File: src/design/mf2d_ram.sv
module mf2d_ram #(
   parameter int DEPTH = 256,
   parameter int WIDTH = 8
) (
   input  logic                     clock,
   input  logic                     wr_en,
   input  logic [$clog2(DEPTH)-1:0] wr_addr,
   input  logic [WIDTH-1:0]         wr_data,
   input  logic [$clog2(DEPTH)-1:0] rd_addr,
   output logic [WIDTH-1:0]         rd_data
);

   logic [WIDTH-1:0] mem [DEPTH];

   always_ff @(posedge clock) begin
      if (wr_en) begin
         mem[wr_addr] <= wr_data;
      end
      rd_data <= mem[rd_addr];
   end

endmodule

File: config.mk
export PLATFORM = sky130hd
export DESIGN_NAME = mf2d_ram
export DESIGN_NICKNAME = d
export VERILOG_FILES = /design/src/design/mf2d_ram.sv
export SDC_FILE = /design/constraint.sdc
export NUM_CORES = 2
export LEC_CHECK = 0
export BUFFER_PORTS_ARGS = -buffer_cell sky130_fd_sc_hd__buf_2
export CAP_MARGIN = 10
export CORE_AREA = 2 2 424 426
export DETAILED_ROUTE_END_ITERATION = 10
export DIE_AREA = 0 0 426 428
export GPL_TIMING_DRIVEN = 0
export HOLD_SLACK_MARGIN = 0.06
export SETUP_SLACK_MARGIN = 0.5
export SKIP_CTS_REPAIR_TIMING = 1
export SLEW_MARGIN = 20
export SYNTH_ARGS = -nofsm -noshare
export SYNTH_HDL_FRONTEND = slang
export SYNTH_SLANG_ARGS = --single-unit
File: constraint.sdc
create_clock -name clock -period 2.4 [get_ports clock]
set_clock_uncertainty 0.1 [all_clocks]
set_input_delay 0.24 -clock clock [delete_from_list [all_inputs] [get_ports clock]]
set_output_delay 0.24 -clock clock [all_outputs]
set_load 0.03 [all_outputs]
# == After elaboration in Yosys (flattened, before gate mapping) ==
# Memories as Yosys holds them, arrays and structs flattened. A register that Yosys moved wholly into a read port is not among the register bits.
# Cells that the tools add are included.
# word_totals
ff_bits,0
latchBits,0
ramBits,2048
rom_bits,0
inputBits,26
word_cells,3
n_memories,1
# op_classes
add_sub_neg,0
n_mul,0
div_mod_pow,0
n_lt_le_gt_ge,0
n_eq_ne,0
shift,0
mux,2
n_bitwise,0
n_reduce_logical,0
# memory_table
name,depth,word_bits,read_ports,rd_ports_with_merged_regs,write_ports,line_no,text
mem,256,8,1,1,1,13,logic [WIDTH-1:0] mem [DEPTH];
# op_table
operator,count
two-way mux 1 bit,2

# == Depth between registers and ports, before layout ==
# depth
word_depth,2
ltp_mapped,11
ltp_nobuf,6

# == Worst setup path before layout ==
# No wires, ideal clock.
# synth_timing
path_kind,input to register
start,in rd_addr[0]
end,"reg rd_data[2], read port of mem"
setup_time_ps,131
arrival_ps,2047
required_time_ps,2169
slack_ps,122
stages,9
n_path_buf,4
path_cell_list,buf_6 > buf_12 > buf_8 > buf_2 > mux4_2 > a22oi_1 > a21oi_1 > nor4_1 > nor4_2
# synth_lines
element,line_no,text
from (decl),9,"input logic [$clog2(DEPTH)-1:0] rd_addr,"
to (decl),10,output logic [WIDTH-1:0] rd_data

==> summary.md <==
| Metric | Value |
|---|---|
| CTS Buf Count | `206` |
| Final setup viols | `8` |
| Final WS setup | `-0.223 ns` |
| Vias in the first global route | `40200` |
| Clk root buf | `clkbuf_16` |
| Yosys reg bits | `2056` |
| Final ANT Viol Nets | `0` |
| Violated checks | `setup timing` |
| Clock Pin Slew Worst Setup and Hold Paths | `0.07 ns` |
| Num ports | `34` |
| Htree depth | `4` |
| Syn_nets | `3759` |
| Worst path bufs/invs | `4` |
| Critical path's slowest cell | `nor4_4` |
| Sequential area share after synthesis | `77.5%` |
| Main combinational cell family by area after synthesis | `multiplexers` |
| Number of synthesized flops with an enable pin | `2048` |
| Top FF cell, synth | `edfxtp_1` |
| Max-slew violation count | `0` |
| CP cell instances | `buf_2 -> buf_8 -> buf_4 -> buf_2 -> mux4_2 -> a22oi_1 -> a21oi_1 -> nor4_4 -> nor4_4` |
| RSZ-0062 raised after global routing | `yes` |
| Post-DR wirelength/cell | `37.4 um` |
| Post-synth top area cell | `edfxtp_1` |
| DIE AREA | `182000 um^2` |
| CTS Buffer Depth | `3` |
| Hold path startpoint | `wr_addr[4]` |
| Synth Area in XOR/XNOR | `0%` |
| Adder-Cell Fraction of Synth Area | `0%` |
| Die W | `426 um` |
| Post-synthesis cell area | `79600 um^2` |
| Crit. End Element | `flop` |
| Peak supply drop | `0.000823 V` |
| Fin util | `52.2%` |
| Maxcap violations | `0` |
| Initial Util | `44.8%` |
| GRT overflow | `0` |
| Fraction of registers with async set/reset | `0%` |
| Crit path time final | `2.62 ns` |
| Layout cells sized above 1 | `31.4%` |
| Crit share post-route | `109%` |
| Top cell type's share of synthesized area | `77.3%` |
| Rows | `155` |
| Max Clock Freq | `381 MHz` |
| Leakage | `28.2 nW` |
| Global-route wire length before repair | `331000 um` |
| Power per cell area | `815 nW/um^2` |
| Post-route total power | `75.6 mW` |
| Core Area | `178000 um^2` |
| 1st-iter DRT viols | `6452` |
| Largest net degree at the start of global routing | `125` |
| Synth Area in Compound Gates | `3.42%` |
| Run status | `finished, violations left` |
| GRT Total Usage | `26.7%` |
| Netlist cell types | `55` |
| Post-DP HPWL | `164000 um` |
| Crit-path leading delay family | `buffers and inverters` |
| Hold Crit Class | `primary input to flop` |
| DRC viols | `0` |
| Commonest cells after routing, fill and taps aside | `edfxtp_1, mux4_2, clkbuf_16` |
| RR Startpoint | `mem[42][3]$_DFFE_PP_` |
| Final GP Congestion | `0.925` |
| Synth Area in Simple Gates | `2.63%` |
| Pre-CTS setup slack | `-2.46 ns` |
| DRT Pass-1 Iters | `6` |
| Crit-path max FO | `10` |
| Buffers added on ports | `26` |
| Routed vias | `41400` |
| Top area cells in the synthesized netlist | `edfxtp_1, mux4_2, mux2i_1` |
| Antenna violations before repair | `16` |
| Die H | `428 um` |
| Largest stage delay, worst path | `0.56 ns` |
| Most common cell after layout, fill and taps aside | `edfxtp_1` |
| Slew @ Worst Pin | `1.06 ns` |
| Crit Path Category | `primary input to flop` |
| TritonCTS clock tree | `yes` |
| Post-Syn Instances | `3733` |
| Max_slew headroom | `29.1%` |
| Area delta synth->final | `16.7%` |
| Mux contribution to synthesized area | `14.6%` |
| Critical Path Start | `rd_addr[1]` |
| Fin. Hold Viols | `0` |
| Mean Syn Cell Area | `21.3 um^2` |
| YS warnings | `0` |
| CTS Sinks | `2056` |
| Clk Latency, worst-skew pair | `0.88 ns` |
| Critical Path AT | `3.23 ns` |
| Critical Path Start Type | `primary input` |
| Vias per inst | `6.32` |
| Total Routed Length | `244000 um` |
| Required time worst endpoint | `3.01 ns` |
| Final net count | `4032` |
[registers in the layout, indices dropped and copies added, names as in the netlist]
signal / flops
mem: 2048
rd_data: 8
[metal layers]
metal	share of wire, %	track usage [%]	vias to the layer above
met5	0.055	0.106	-
met4	4.4	10.6	2
met3	10	6.24	435
met2	47	41.3	2390
met1	38	36.8	22200
li1	-	-	16300
[power by group]
group	internal (mW)	switching (mW)
registers	39.6	0.0226
clock network	17.2	14.0
logic	1.53	3.22
[layout make-up]
type / instances / area [um^2]
buffer: 233 / 2070
timing repair buffer: 65 / 958
tap: 2355 / 2950
multi-input combinational: 1442 / 18600
clock buffer: 259 / 5380
clock inverter: 118 / 1120
sequential: 2056 / 61700
antenna: 11 / 27.5
inverter: 2 / 11.3
fill: 14000 / 84800
[per-stage QoR]
stage / std cells / cell area [um^2] / hold WS, ns / TNS, ns
5_1_grt: 6536 / 92800 / 0.0696 / -0.849
4_1_cts: 6513 / 91200 / -0.381 / -11.14
6_report: 6541 / 92800 / 0.0959 / -1.53
3_3_place_gp: 6114 / 83900 / 0.577 / -5359.44
2_1_floorplan: 3733 / 80800 / 0.239 / 0
3_5_place_dp: 6136 / 84700 / 0.536 / -606.25
[worst paths after layout]
kind                      endpoint  slack, ns  depth (start not counted)
max             rd_data[3]$_DFF_P_      -0.22                          9
min          mem[112][5]$_DFFE_PP_        0.1                          3
max reg2reg     rd_data[3]$_DFF_P_      -0.16                          6
min reg2reg     rd_data[5]$_DFF_P_       1.16                          6
[kinds of logic (layout without fill, tap and decap cells)]
group,count (synthesis),in the layout
compound gates,385,385
other cells,0,11
simple gates,466,466
mux,591,591
buf+inv,235,677
flops,2056,2056
[cells in the mapped netlist, types with 21 or more instances]
cell,instances
a21oi_1,96
a22oi_1,133
buf_1,22
buf_2,31
buf_4,27
buf_6,21
clkbuf_1,111
edfxtp_1,2048
mux2i_1,134
mux4_2,454
nand2_1,33
nand3_1,34
nor2_1,282
nor2b_1,31
nor3_1,22
nor4_1,24
o221ai_1,46
o22ai_1,28
[tightest hold or removal path: stages]
cell	delay [ns]
buf_2	0.16
nand3_2	0.34
nor2_4	0.14
Power figures use the tool's default switching activity.
